**config.mk**
```make
export PLATFORM = sky130hd
export DESIGN_NAME = hsi_to_rgbw_duty_unit
export DESIGN_NICKNAME = d
export VERILOG_FILES = /design/src/rtl/core/hsi2rgbw_pkg.sv /design/src/rtl/core/hsi2rgbw_front.sv /design/src/rtl/core/hsi2rgbw_cdiv.sv /design/src/rtl/core/hsi2rgbw_scale.sv /design/src/rtl/core/hsi_to_rgbw_duty_unit.sv
export SDC_FILE = /design/constraint.sdc
export NUM_CORES = 2
export LEC_CHECK = 0
export BUFFER_PORTS_ARGS = -buffer_cell sky130_fd_sc_hd__buf_2
export CAP_MARGIN = 20
export CORE_MARGIN = 4
export CORE_UTILIZATION = 43
export DETAILED_ROUTE_END_ITERATION = 16
export HOLD_SLACK_MARGIN = 0.03
export PLACE_DENSITY = 0.65
export SYNTH_ARGS = -nofsm -noshare
export SYNTH_HDL_FRONTEND = slang
export SYNTH_SLANG_ARGS = --single-unit
export TNS_END_PERCENT = 5
```
**constraint.sdc**
```tcl
create_clock -name clk -period 83.1 [get_ports clk]
set_input_delay 24.93 -clock clk [delete_from_list [all_inputs] [get_ports clk]]
set_output_delay 24.93 -clock clk [all_outputs]
set_load 0.02 [all_outputs]
```
**src/rtl/core/hsi2rgbw_pkg.sv**
```systemverilog
// ----------------------------------------------------------------------------
// HSI to RGBW duty package
// Shared payload types, sector codes, fixed-point constants and the ratio ROM
// that is built at elaboration from a fixed-point cosine series.
// ----------------------------------------------------------------------------
package hsi2rgbw_pkg;

    // Default widths of the fractional channel value and of the PWM duty.
    localparam int FRAC_BITS_DEF     = 8;
    localparam int MAX_DUTY_BITS_DEF = 16;

    // Configuration port.
    localparam int              PADDR_W       = 3;
    localparam logic [0:0]      REG_DUTY_BITS = 1'b0;
    localparam logic [4:0]      DUTY_BITS_RST = 5'd8;

    // Hue handling.
    localparam logic [8:0] HUE_TURN      = 9'd360;
    localparam logic [8:0] SECTOR_DEG    = 9'd120;
    localparam logic [8:0] SECTOR2_START = 9'd240;
    localparam int         ROM_DEPTH     = 120;
    localparam int         OFF_W         = $clog2(ROM_DEPTH);

    // Ratio ROM words are signed Q2.14 values in (-1, 2].
    localparam int RATIO_W  = 17;
    localparam int ROM_FRAC = 14;
    localparam int FACTOR_W = 16;
    localparam int PROD_W   = 16;
    localparam int LIT_W    = PROD_W + FACTOR_W;

    // Divisors of the lit and white channel fractions.
    localparam logic [63:0] LIT_DIV   = 64'd3 * 64'd65025 * (64'd1 << ROM_FRAC);
    localparam logic [63:0] WHITE_DIV = 64'd65025;

    // Pipeline depths of the individual units.
    localparam int FRONT_LAT = 3;
    localparam int CDIV_LAT  = 3;
    localparam int SCALE_LAT = 2;

    typedef enum logic [1:0] {
        SECT_RG = 2'd0,
        SECT_GB = 2'd1,
        SECT_BR = 2'd2
    } sector_t;

    typedef struct packed {
        logic [8:0] hue_deg;
        logic [7:0] sat_frac;
        logic [7:0] level_frac;
    } hsi_in_t;

    typedef struct packed {
        logic [15:0] red_duty;
        logic [15:0] green_duty;
        logic [15:0] blue_duty;
        logic [15:0] white_duty;
    } duty_out_t;

    typedef logic [ROM_DEPTH-1:0][RATIO_W-1:0] ratio_table_t;

    localparam logic [63:0] PI_Q40   = 64'h3243F6A8886;
    localparam logic [63:0] ANG_RND  = 64'd180 << 11;
    localparam logic [63:0] ANG_DEN  = 64'd180 << 12;
    localparam int          ANG_FRAC = 28;
    localparam int          SERIES_TERMS = 12;

    // Restoring long division, used only while the ROM is built.
    function automatic logic [63:0] udiv64(input logic [63:0] num, input logic [63:0] den);
        logic [63:0] q;
        logic [64:0] r;
        q = '0;
        r = '0;
        for (int i = 63; i >= 0; i--)
        begin
            r = {r[63:0], num[i]};
            if (r >= {1'b0, den})
            begin
                r = r - {1'b0, den};
                q[i] = 1'b1;
            end
        end
        return q;
    endfunction

    // Cosine of a whole number of degrees in Q28, by a truncated Taylor series.
    function automatic logic signed [63:0] cos_q28(input logic [63:0] deg);
        logic [63:0]        x;
        logic [63:0]        x2;
        logic [63:0]        term;
        logic signed [63:0] sum;
        x    = udiv64(deg * PI_Q40 + ANG_RND, ANG_DEN);
        x2   = (x * x) >> ANG_FRAC;
        term = 64'd1 << ANG_FRAC;
        sum  = $signed(term);
        for (int k = 1; k <= SERIES_TERMS; k++)
        begin
            term = udiv64((term * x2) >> ANG_FRAC, 64'((2 * k - 1) * (2 * k)));
            if (k % 2 == 1)
                sum = sum - $signed(term);
            else
                sum = sum + $signed(term);
        end
        return sum;
    endfunction

    function automatic ratio_table_t build_rom();
        ratio_table_t       tbl;
        logic signed [63:0] c;
        logic signed [63:0] d;
        logic [63:0]        mag;
        logic [63:0]        q;
        logic [63:0]        entry;
        tbl = '0;
        for (int h = 0; h < ROM_DEPTH; h++)
        begin
            c = cos_q28(64'(h));
            d = cos_q28((h < 60) ? 64'(60 - h) : 64'(h - 60));
            mag = (c < 0) ? 64'(-c) : 64'(c);
            if (d <= 0)
                d = 64'sd1;
            q = udiv64((mag << ROM_FRAC) + (64'(d) >> 1), 64'(d));
            entry = (c < 0) ? (64'd0 - q) : q;
            tbl[h] = entry[RATIO_W-1:0];
        end
        return tbl;
    endfunction

    localparam ratio_table_t RATIO_ROM = build_rom();

endpackage

```
**src/rtl/core/hsi2rgbw_front.sv**
```systemverilog
// ----------------------------------------------------------------------------
// HSI to RGBW front end
// Wraps the hue, finds the sector, looks up the ratio and forms the products
// of saturation, intensity and the two lit-channel factors.
// ----------------------------------------------------------------------------
module hsi2rgbw_front
    import hsi2rgbw_pkg::*;
(
    input  logic              clk,
    input  logic              en,
    input  hsi_in_t           pix,
    output sector_t           sector,
    output logic [LIT_W-1:0]  lit_a,
    output logic [LIT_W-1:0]  lit_b,
    output logic [PROD_W-1:0] white_prod
);

    // Stage 1: sector and offset, saturation and intensity products.
    logic [8:0]        hue_w;
    sector_t           sector_s1_next;
    logic [OFF_W-1:0]  off_s1_next;
    logic [PROD_W-1:0] prod_s1_next;
    logic [PROD_W-1:0] white_s1_next;

    sector_t           sector_s1_reg;
    logic [OFF_W-1:0]  off_s1_reg;
    logic [PROD_W-1:0] prod_s1_reg;
    logic [PROD_W-1:0] white_s1_reg;

    always_comb
    begin
        hue_w = (pix.hue_deg >= HUE_TURN) ? (pix.hue_deg - HUE_TURN) : pix.hue_deg;
        priority if (hue_w < SECTOR_DEG)
        begin
            sector_s1_next = SECT_RG;
            off_s1_next    = hue_w[OFF_W-1:0];
        end
        else if (hue_w < SECTOR2_START)
        begin
            sector_s1_next = SECT_GB;
            off_s1_next    = OFF_W'(hue_w - SECTOR_DEG);
        end
        else
        begin
            sector_s1_next = SECT_BR;
            off_s1_next    = OFF_W'(hue_w - SECTOR2_START);
        end
        prod_s1_next  = PROD_W'(pix.sat_frac) * PROD_W'(pix.level_frac);
        // The complement of an 8-bit fraction is 255 minus it.
        white_s1_next = PROD_W'(8'd255 - pix.sat_frac) * PROD_W'(pix.level_frac);
    end

    always_ff @(posedge clk)
    begin
        if (en)
        begin
            sector_s1_reg <= sector_s1_next;
            off_s1_reg    <= off_s1_next;
            prod_s1_reg   <= prod_s1_next;
            white_s1_reg  <= white_s1_next;
        end
    end

    // Stage 2: ratio lookup and the two lit factors, clamped at zero.
    logic signed [RATIO_W-1:0] ratio;
    logic signed [RATIO_W:0]   fac_a;
    logic signed [RATIO_W:0]   fac_b;
    logic [FACTOR_W-1:0]       fac_a_s2_next;
    logic [FACTOR_W-1:0]       fac_b_s2_next;

    sector_t             sector_s2_reg;
    logic [FACTOR_W-1:0] fac_a_s2_reg;
    logic [FACTOR_W-1:0] fac_b_s2_reg;
    logic [PROD_W-1:0]   prod_s2_reg;
    logic [PROD_W-1:0]   white_s2_reg;

    always_comb
    begin
        ratio = $signed(RATIO_ROM[off_s1_reg]);
        fac_a = $signed((RATIO_W+1)'(1 << ROM_FRAC)) + (RATIO_W+1)'(ratio);
        fac_b = $signed((RATIO_W+1)'(2 << ROM_FRAC)) - (RATIO_W+1)'(ratio);
        fac_a_s2_next = (fac_a < 0) ? '0 : fac_a[FACTOR_W-1:0];
        fac_b_s2_next = (fac_b < 0) ? '0 : fac_b[FACTOR_W-1:0];
    end

    always_ff @(posedge clk)
    begin
        if (en)
        begin
            sector_s2_reg <= sector_s1_reg;
            fac_a_s2_reg  <= fac_a_s2_next;
            fac_b_s2_reg  <= fac_b_s2_next;
            prod_s2_reg   <= prod_s1_reg;
            white_s2_reg  <= white_s1_reg;
        end
    end

    // Stage 3: lit-channel numerators.
    logic [LIT_W-1:0] lit_a_next;
    logic [LIT_W-1:0] lit_b_next;

    sector_t           sector_s3_reg;
    logic [LIT_W-1:0]  lit_a_reg;
    logic [LIT_W-1:0]  lit_b_reg;
    logic [PROD_W-1:0] white_s3_reg;

    always_comb
    begin
        lit_a_next = LIT_W'(prod_s2_reg) * LIT_W'(fac_a_s2_reg);
        lit_b_next = LIT_W'(prod_s2_reg) * LIT_W'(fac_b_s2_reg);
    end

    always_ff @(posedge clk)
    begin
        if (en)
        begin
            sector_s3_reg <= sector_s2_reg;
            lit_a_reg     <= lit_a_next;
            lit_b_reg     <= lit_b_next;
            white_s3_reg  <= white_s2_reg;
        end
    end

    assign sector     = sector_s3_reg;
    assign lit_a      = lit_a_reg;
    assign lit_b      = lit_b_reg;
    assign white_prod = white_s3_reg;

endmodule

```
**src/rtl/core/hsi2rgbw_cdiv.sv**
```systemverilog
// ----------------------------------------------------------------------------
// HSI to RGBW constant divider
// Computes floor(num * 2^FB / DIV) in three stages: a reciprocal estimate,
// a back-multiplication and a single correction step.
// ----------------------------------------------------------------------------
module hsi2rgbw_cdiv
    import hsi2rgbw_pkg::*;
#(
    parameter int          PW  = LIT_W,
    parameter int          FB  = FRAC_BITS_DEF,
    parameter logic [63:0] DIV = LIT_DIV
)
(
    input  logic          clk,
    input  logic          en,
    input  logic [PW-1:0] num,
    output logic [FB:0]   quo
);

    localparam int          MW        = FB + 1;
    localparam int          CW        = PW + FB + 1;
    localparam logic [63:0] MULT_FULL = (64'd1 << (PW + FB)) / DIV;
    localparam logic [MW-1:0] MULT    = MULT_FULL[MW-1:0];
    localparam logic [CW-1:0] DIV_C   = DIV[CW-1:0];

    // The estimate is low by at most one, because the reciprocal error times
    // a numerator below 2^PW stays under one.
    logic [PW+MW-1:0] est_prod;
    logic [FB:0]      est_s1_reg;
    logic [PW-1:0]    num_s1_reg;

    assign est_prod = {{MW{1'b0}}, num} * {{PW{1'b0}}, MULT};

    always_ff @(posedge clk)
    begin
        if (en)
        begin
            est_s1_reg <= est_prod[PW+MW-1:PW];
            num_s1_reg <= num;
        end
    end

    logic [CW-1:0] back_next;
    logic [CW-1:0] back_s2_reg;
    logic [FB:0]   est_s2_reg;
    logic [PW-1:0] num_s2_reg;

    assign back_next = {{(CW-MW){1'b0}}, est_s1_reg} * DIV_C;

    always_ff @(posedge clk)
    begin
        if (en)
        begin
            back_s2_reg <= back_next;
            est_s2_reg  <= est_s1_reg;
            num_s2_reg  <= num_s1_reg;
        end
    end

    logic [CW-1:0] rem;
    logic [FB:0]   quo_next;
    logic [FB:0]   quo_reg;

    always_comb
    begin
        rem      = {1'b0, num_s2_reg, {FB{1'b0}}} - back_s2_reg;
        quo_next = est_s2_reg + ((rem >= DIV_C) ? MW'(1) : MW'(0));
    end

    always_ff @(posedge clk)
    begin
        if (en)
            quo_reg <= quo_next;
    end

    assign quo = quo_reg;

endmodule

```
**src/rtl/core/hsi2rgbw_scale.sv**
```systemverilog
// ----------------------------------------------------------------------------
// HSI to RGBW duty scaler
// Scales a channel fraction to the PWM full scale and truncates it, capped at
// full scale.
// ----------------------------------------------------------------------------
module hsi2rgbw_scale
    import hsi2rgbw_pkg::*;
#(
    parameter int FB  = FRAC_BITS_DEF,
    parameter int MDB = MAX_DUTY_BITS_DEF
)
(
    input  logic           clk,
    input  logic           en,
    input  logic [MDB-1:0] full,
    input  logic [FB:0]    frac,
    output logic [MDB-1:0] duty
);

    localparam int PW = MDB + FB + 1;

    logic [PW-1:0] prod_next;
    logic [PW-1:0] prod_reg;

    assign prod_next = PW'(full) * PW'(frac);

    always_ff @(posedge clk)
    begin
        if (en)
            prod_reg <= prod_next;
    end

    logic [MDB:0]   shifted;
    logic [MDB-1:0] duty_next;
    logic [MDB-1:0] duty_reg;

    always_comb
    begin
        shifted   = prod_reg[PW-1:FB];
        duty_next = (shifted > {1'b0, full}) ? full : shifted[MDB-1:0];
    end

    always_ff @(posedge clk)
    begin
        if (en)
            duty_reg <= duty_next;
    end

    assign duty = duty_reg;

endmodule

```
**src/rtl/core/hsi_to_rgbw_duty_unit.sv**
```systemverilog
// ----------------------------------------------------------------------------
// HSI to RGBW PWM duty converter
// Converts a hue, saturation and intensity colour into red, green, blue and
// white PWM duties at a programmable resolution.
//
// Colours enter on the pix channel and duties leave on the duty channel, both
// with a valid/ready handshake; one transfer carries one colour or one set of
// four duties. The converter is a nine-stage pipeline: three front stages
// (sector and ROM lookup, products), three stages of constant division, two
// of scaling and the output register. A new colour can be taken in every
// cycle while no result is held at the output.
// When the receiver holds duty_ready low with a result waiting, the whole
// pipeline freezes and pix_ready falls; nothing is dropped or repeated.
// Reset empties the pipeline and sets the resolution register to eight bits.
// The resolution register sits at address 0 of the APB port and should only
// be written while no colour is in flight.
// ----------------------------------------------------------------------------
module hsi_to_rgbw_duty_unit
    import hsi2rgbw_pkg::*;
#(
    parameter int FRAC_BITS     = FRAC_BITS_DEF,
    parameter int MAX_DUTY_BITS = MAX_DUTY_BITS_DEF
)
(
    input  logic               clk,
    input  logic               rst_n,
    input  logic               pix_valid,
    output logic               pix_ready,
    input  hsi_in_t            pix_data,
    output logic               duty_valid,
    input  logic               duty_ready,
    output duty_out_t          duty_data,
    input  logic               psel,
    input  logic               penable,
    input  logic               pwrite,
    input  logic [PADDR_W-1:0] paddr,
    input  logic [31:0]        pwdata,
    output logic [31:0]        prdata,
    output logic               pready
);

    localparam int NSTAGE   = FRONT_LAT + CDIV_LAT + SCALE_LAT + 1;
    localparam int SECT_DLY = CDIV_LAT + SCALE_LAT;

    // Configuration register.
    logic [4:0] duty_bits_reg;
    logic       cfg_hit;

    assign cfg_hit = (paddr[PADDR_W-1:2] == REG_DUTY_BITS);
    assign pready  = 1'b1;
    assign prdata  = cfg_hit ? {27'd0, duty_bits_reg} : 32'd0;

    always_ff @(posedge clk or negedge rst_n)
    begin
        if (!rst_n)
            duty_bits_reg <= DUTY_BITS_RST;
        else if (psel && penable && pwrite && pready && cfg_hit)
            duty_bits_reg <= pwdata[4:0];
    end

    logic [4:0]               bits_eff;
    logic [MAX_DUTY_BITS:0]   full_one;
    logic [MAX_DUTY_BITS-1:0] full;

    always_comb
    begin
        bits_eff = (duty_bits_reg > 5'(MAX_DUTY_BITS)) ? 5'(MAX_DUTY_BITS) : duty_bits_reg;
        full_one = (MAX_DUTY_BITS+1)'(1) << bits_eff;
        full     = full_one[MAX_DUTY_BITS-1:0] - MAX_DUTY_BITS'(1);
    end

    // Pipeline control: every stage moves together unless a result is held.
    logic              en;
    logic [NSTAGE-1:0] valid_reg;
    logic [NSTAGE-1:0] valid_next;

    assign en         = ~valid_reg[NSTAGE-1] | duty_ready;
    assign pix_ready  = en;
    assign valid_next = {valid_reg[NSTAGE-2:0], pix_valid};

    always_ff @(posedge clk or negedge rst_n)
    begin
        if (!rst_n)
            valid_reg <= '0;
        else if (en)
            valid_reg <= valid_next;
    end

    // Datapath.
    sector_t           sector;
    logic [LIT_W-1:0]  lit_a;
    logic [LIT_W-1:0]  lit_b;
    logic [PROD_W-1:0] white_prod;

    hsi2rgbw_front u_front (
        .clk        (clk),
        .en         (en),
        .pix        (pix_data),
        .sector     (sector),
        .lit_a      (lit_a),
        .lit_b      (lit_b),
        .white_prod (white_prod)
    );

    logic [FRAC_BITS:0] frac_a;
    logic [FRAC_BITS:0] frac_b;
    logic [FRAC_BITS:0] frac_w;

    hsi2rgbw_cdiv #(.PW(LIT_W), .FB(FRAC_BITS), .DIV(LIT_DIV)) u_cdiv_a (
        .clk (clk),
        .en  (en),
        .num (lit_a),
        .quo (frac_a)
    );

    hsi2rgbw_cdiv #(.PW(LIT_W), .FB(FRAC_BITS), .DIV(LIT_DIV)) u_cdiv_b (
        .clk (clk),
        .en  (en),
        .num (lit_b),
        .quo (frac_b)
    );

    hsi2rgbw_cdiv #(.PW(PROD_W), .FB(FRAC_BITS), .DIV(WHITE_DIV)) u_cdiv_w (
        .clk (clk),
        .en  (en),
        .num (white_prod),
        .quo (frac_w)
    );

    logic [MAX_DUTY_BITS-1:0] duty_a;
    logic [MAX_DUTY_BITS-1:0] duty_b;
    logic [MAX_DUTY_BITS-1:0] duty_w;

    hsi2rgbw_scale #(.FB(FRAC_BITS), .MDB(MAX_DUTY_BITS)) u_scale_a (
        .clk  (clk),
        .en   (en),
        .full (full),
        .frac (frac_a),
        .duty (duty_a)
    );

    hsi2rgbw_scale #(.FB(FRAC_BITS), .MDB(MAX_DUTY_BITS)) u_scale_b (
        .clk  (clk),
        .en   (en),
        .full (full),
        .frac (frac_b),
        .duty (duty_b)
    );

    hsi2rgbw_scale #(.FB(FRAC_BITS), .MDB(MAX_DUTY_BITS)) u_scale_w (
        .clk  (clk),
        .en   (en),
        .full (full),
        .frac (frac_w),
        .duty (duty_w)
    );

    // The sector travels beside the divider and scaler stages.
    sector_t sector_dly_reg [SECT_DLY];

    always_ff @(posedge clk)
    begin
        if (en)
        begin
            sector_dly_reg[0] <= sector;
            for (int i = 1; i < SECT_DLY; i++)
                sector_dly_reg[i] <= sector_dly_reg[i-1];
        end
    end

    // Output register: route the two lit duties to their colours.
    duty_out_t duty_data_next;
    duty_out_t duty_data_reg;

    always_comb
    begin
        duty_data_next.white_duty = 16'(duty_w);
        unique case (sector_dly_reg[SECT_DLY-1])
            SECT_RG:
            begin
                duty_data_next.red_duty   = 16'(duty_a);
                duty_data_next.green_duty = 16'(duty_b);
                duty_data_next.blue_duty  = 16'd0;
            end
            SECT_GB:
            begin
                duty_data_next.red_duty   = 16'd0;
                duty_data_next.green_duty = 16'(duty_a);
                duty_data_next.blue_duty  = 16'(duty_b);
            end
            SECT_BR:
            begin
                duty_data_next.red_duty   = 16'(duty_b);
                duty_data_next.green_duty = 16'd0;
                duty_data_next.blue_duty  = 16'(duty_a);
            end
            default:
            begin
                duty_data_next.red_duty   = 16'd0;
                duty_data_next.green_duty = 16'd0;
                duty_data_next.blue_duty  = 16'd0;
            end
        endcase
    end

    always_ff @(posedge clk)
    begin
        if (en)
            duty_data_reg <= duty_data_next;
    end

    assign duty_valid = valid_reg[NSTAGE-1];
    assign duty_data  = duty_data_reg;

endmodule
```
-- Yosys cells after proc, flatten, opt, wreduce, memory -nomap -nowiden
Memories as Yosys holds them, arrays and structs flattened. A register that Yosys moved wholly into a read port is not among the register bits.
Cells that the tools add are included.
- bitwise logic cells: 3
- shift operators: 1
- multipliers: 13
- $add $sub $neg: 13
- equality and inequality tests: 2
- reductions and logical operators: 4
- div/mod/pow operators: 0
- mux-type cells: 17
- order comparisons: 13
- operators by type and width (cell ; number):
    $pmux W48 S3 ; 1
    $ge A41 B32 Y1 const B ; 2
    $sub A40 B41 Y41 ; 2
    $mul A32 B6 Y38 const B ; 2
    $mul A16 B9 Y25 ; 3
    $mul A16 B16 Y32 ; 2
    $mul A9 B18 Y27 const B ; 2
    $gt A17 B16 Y1 ; 3
    $mux W16 ; 3
    $lt A18 B1 Y1 const B ; 2
    $add A9 B9 Y9 ; 3
    $ge A25 B16 Y1 const B ; 1
    $mul A9 B16 Y25 const B ; 1
    $sub A24 B25 Y25 ; 1
    $mul A16 B8 Y24 const B ; 1
    $mux W7 ; 3
    $add A16 B17 Y18 const A ; 1
    $sub A17 B17 Y18 const A ; 1
    $mux W17 ; 1
    $mul A16 B8 Y16 ; 1
    $mul A8 B8 Y16 ; 1
    $shl A1 B5 Y16 const A ; 1
    $sub A16 B1 Y16 const B ; 1
    $sub A7 B7 Y7 const B ; 2
    17 further kinds ; 25
- output and inout bits: 99
- memories kept: 2
- bits in writable memories: 10
- word-level logic and storage cells: 111
- latch bits: 0
- ROM bits: 2176
- flip-flop bits (word level): 710
- input port bits: 67
- memory list (memory ; words ; bits a word ; read ports ; clocked after Yosys merged registers in ; wr ports ; line ; source):
    (no name shown) ; 128 ; 17 ; 1 ; 1 ; 0 ; hsi2rgbw_front.sv:79 ; ratio = $signed(RATIO_ROM[off_s1_reg]);
    sector_dly_reg ; 5 ; 2 ; 5 ; 0 ; 5 ; hsi_to_rgbw_duty_unit.sv:159 ; sector_t sector_dly_reg [SECT_DLY];

-- Longest topological paths before layout
- word-level depth: 6
- mapped depth: 33
- depth with buffers taken out: 29

-- Cells and area by module
Synthesis repeated with hierarchy kept, for this count alone.
- cells, all modules: 7911
- area total of the unflattened synthesis: 79326.1 um2
- modules (own cells, without submodules) (module ; times used ; area an instance (um2) ; seq. area each (um2) ; cells an instance):
    hsi2rgbw_front ; 1 ; 30514.3 ; 6015.8 ; 3217
    hsi2rgbw_scale at u_scale_a ... ; 2 ; 6137.1 ; 991.0 ; 651
    hsi2rgbw_cdiv at u_cdiv_b ; 1 ; 10531.4 ; 3153.0 ; 997
    hsi2rgbw_cdiv at u_cdiv_a ; 1 ; 10442.5 ; 3153.0 ; 988
    hsi2rgbw_scale at u_scale_w ; 1 ; 6109.6 ; 991.0 ; 639
    hsi2rgbw_cdiv at u_cdiv_w ; 1 ; 5442.7 ; 2222.1 ; 482
    hsi_to_rgbw_duty_unit ; 1 ; 4011.3 ; 2573.7 ; 286

-- Worst setup path before layout
Ideal clock, no wire load.
- path type: input to output
- from: input duty_ready
- to: output pix_ready
- data required time: 58170 ps
- arrival: 43123 ps
- setup slack: 15047 ps
- cell stages on the path: 4
- buffers on the path: 2
- cells stage by stage: nor2b_1 inv_1 clkbuf_1 buf_1
- word-level cells in the longest chain between the ends: 1
- RTL lines (element ; line ; source):
    from (decl) ; hsi_to_rgbw_duty_unit.sv:31 ; input logic duty_ready,
    $or A1 B1 Y1 ; hsi_to_rgbw_duty_unit.sv:77 ; assign en = ~valid_reg[NSTAGE-1] | duty_ready;
    to (decl) ; hsi_to_rgbw_duty_unit.sv:28 ; output logic pix_ready,
Every way passes these cells.

-- Worst setup path in the final report
Ends and elaborated chain as after synthesis.

==> flow_summary.toml <==
[final_layout]
multi_input_area_mm2 = 0.0501
drive_above_1_share_pct = 5.45
layout_common_cells = "inv_1 (1219), fa_1 (952), ha_1 (940), nand2_1 (724), edfxtp_1 (646)"
fin_cells = 9716
seq_area_mm2 = 0.0201
nFillCells = 16100
largest_reg_flops = 64
stdcell_area_mm2 = 0.0815
layout.nets = 9283
syn_to_final_growth_pct = 7.54
mostFrequentLayoutCell = "inv_1"

[floorplanning]
dieArea_mm2 = 0.183
core_mm2 = 0.175
initial_utilization_pct = 43.4
die_h_um = 428
io-pin-count = 166
num_rows = 153
dieWidth_um = 428

[clocking]
cts_sinks = 677
ctsLongestPathBuffers = 3
cts_tree = "built"
numCtsBuffers = 79
ctsResizeCount = 0
clk_pin_slew_worst_paths_ps = 60
root_buffer = "clkbuf_16"
cts_setup_buffers = 0
hold_buffers = 0
cts_max_level = 3
clk_latency_ps = 700

[drt]
routedWlPerCell_um = 17.1
totalWireLength_um = 167000
drt_pass1_iterations = 7
drt-vias-per-instance = 5.26
drc_errors = 0
ant_nets = 0
vias = 51100
drt_iter0_drc = 3229

[critical_path]
crit_start = "duty_ready"
cp_max_fo = 54
end_kind = "primary output"
reg2reg_from = "duty_bits_reg[4]$_DFFE_PN0P_"
start_kind = "input port"
r2r_slack_ps = 73610
crit_required_ps = 58170
rr_worst_depth = 28
cp.arrival_ps = 26020
critPathKind = "input port to primary output"

[timing]
finalHoldViolCount = 0
post-route-period-util_pct = 61.3
fin_crit_ps = 50950
timing.hold.ws_ps = 392
relSlewSlack_pct = 21.7
rsz0062_at_grt = "false"
fin_skew_ps = 36.8
finalSetupViolCount = 0
timing.setup.tns_ps = 0
maxSlewViolCount = 0
worstMarginPinSlew_ps = 1160
fmax_mhz = 19.6

[synthesis]
ys_types = 99
synth_top_area_share_pct = 25.6
syn_area_mm2 = 0.0758
yosysTopAreaCell = "edfxtp_1"
ys_ff_latch = 677
synthArstFlopShare_pct = 2.07
syn-mean-instance-area_um2 = 10.4
syn_inst = 7324
ys.flop_type = "edfxtp_1"
ys_warn_count = 0
yosys-top-cells-area = "edfxtp_1 (26%), fa_1 (25%), ha_1 (16%), inv_1 (6.0%), nand2_1 (3.6%)"
ys_seq_area_share_pct = 26.5
synth_edf_count = 646

[grt]
grt_pass1_vias = 54600
grt_pass1_wl_um = 279000
grt.overflow.total = 0
grtUsageTotal_pct = 18.4
grt_antenna_before_repair = 4
grt_start_max_net_pins = 82

[placed_design]
hpwl_um = 124000
place.port_buffers = 108
gpl.final_weighted_congestion = 0.901
place_inst = 9565
dpl_cell_area_mm2 = 0.0788

[run_status]
status = "finished clean"

[hold_path]
hold_class = "register to register"
hold_path_depth = 0
min_from = "u_cdiv_b.num_s1_reg[6]$_DFFE_PN_"

[flow_run]
drv_cap = 0
layout make-up:
| type | count | area share [%] |
|---|---|---|
| diodes | 1 | 0.00307 |
| clock buffers | 91 | 2.50 |
| clock inverters | 56 | 0.885 |
| inverters | 1224 | 5.64 |
| multi-input cells | 5163 | 61.4 |
| flip-flops and latches | 677 | 24.6 |
| well taps | 2325 | 3.57 |
| repair buffers | 179 | 1.32 |
per-stage QoR:
stage / utilization (%) / setup slack, ps
floorplan: - / 15050
detailed placement: 45.1 / 32140
CTS: 46.7 / 32140
global placement: 45.1 / 32160
finish: 46.7 / 32150
global route: 46.7 / 32090
cell families (layout without fill, tap and decap cells):
family / after synthesis / count (layout) / share of synthesized area [%]
flip-flops: 677 / 677 / 26.5
other: 2 / 29 / 0.00990
adder cells (fa/ha/maj): 1892 / 1892 / 40.6
buffers and inverters: 1510 / 1550 / 7.65
AO/OA/AOI/OAI: 894 / 894 / 7.82
AND/OR/NAND/NOR: 1994 / 1994 / 13.0
XOR/XNOR: 265 / 265 / 3.06
multiplexers: 90 / 90 / 1.32
worst paths after layout:
check	to
min reg2reg	u_cdiv_b.num_s2_reg[6]$_DFFE_PN_
max	pix_ready
max in group asynchronous	duty_bits_reg[3]$_DFFE_PN1P_
min in group asynchronous	valid_reg[0]$_DFFE_PN0N_
max reg2reg	u_scale_b.prod_reg[24]$_DFFE_PN_
min	u_cdiv_b.num_s2_reg[6]$_DFFE_PN_
worst max-delay path: stages:
cell and delay, ps:
buf_2 110, nor2b_2 40, buf_4 220, inv_8 310, buf_2 360
Yosys cell counts (all sizes together), types with 54 or more instances:
master / count
a21o: 88
a21oi: 244
and2: 426
buf: 54
clkbuf: 232
edfxtp: 646
fa: 952
ha: 940
inv: 1221
nand2: 724
nand2b: 87
nand3: 82
nor2: 277
nor2b: 150
nor3: 105
o21a: 55
o21ai: 167
xnor2: 178
xor2: 87
layer usage:
layer	GRT usage [%]	routed length (um)	up-vias
met4	6.06	5000	4
li1	-	-	24000
met2	31.5	80800	1314
met3	2.38	8600	300
met5	0	21	-
met1	24.1	72100	25500
Power is not shown: default switching activity piles up to over one toggle a cycle in this logic, so the estimate is an artifact.
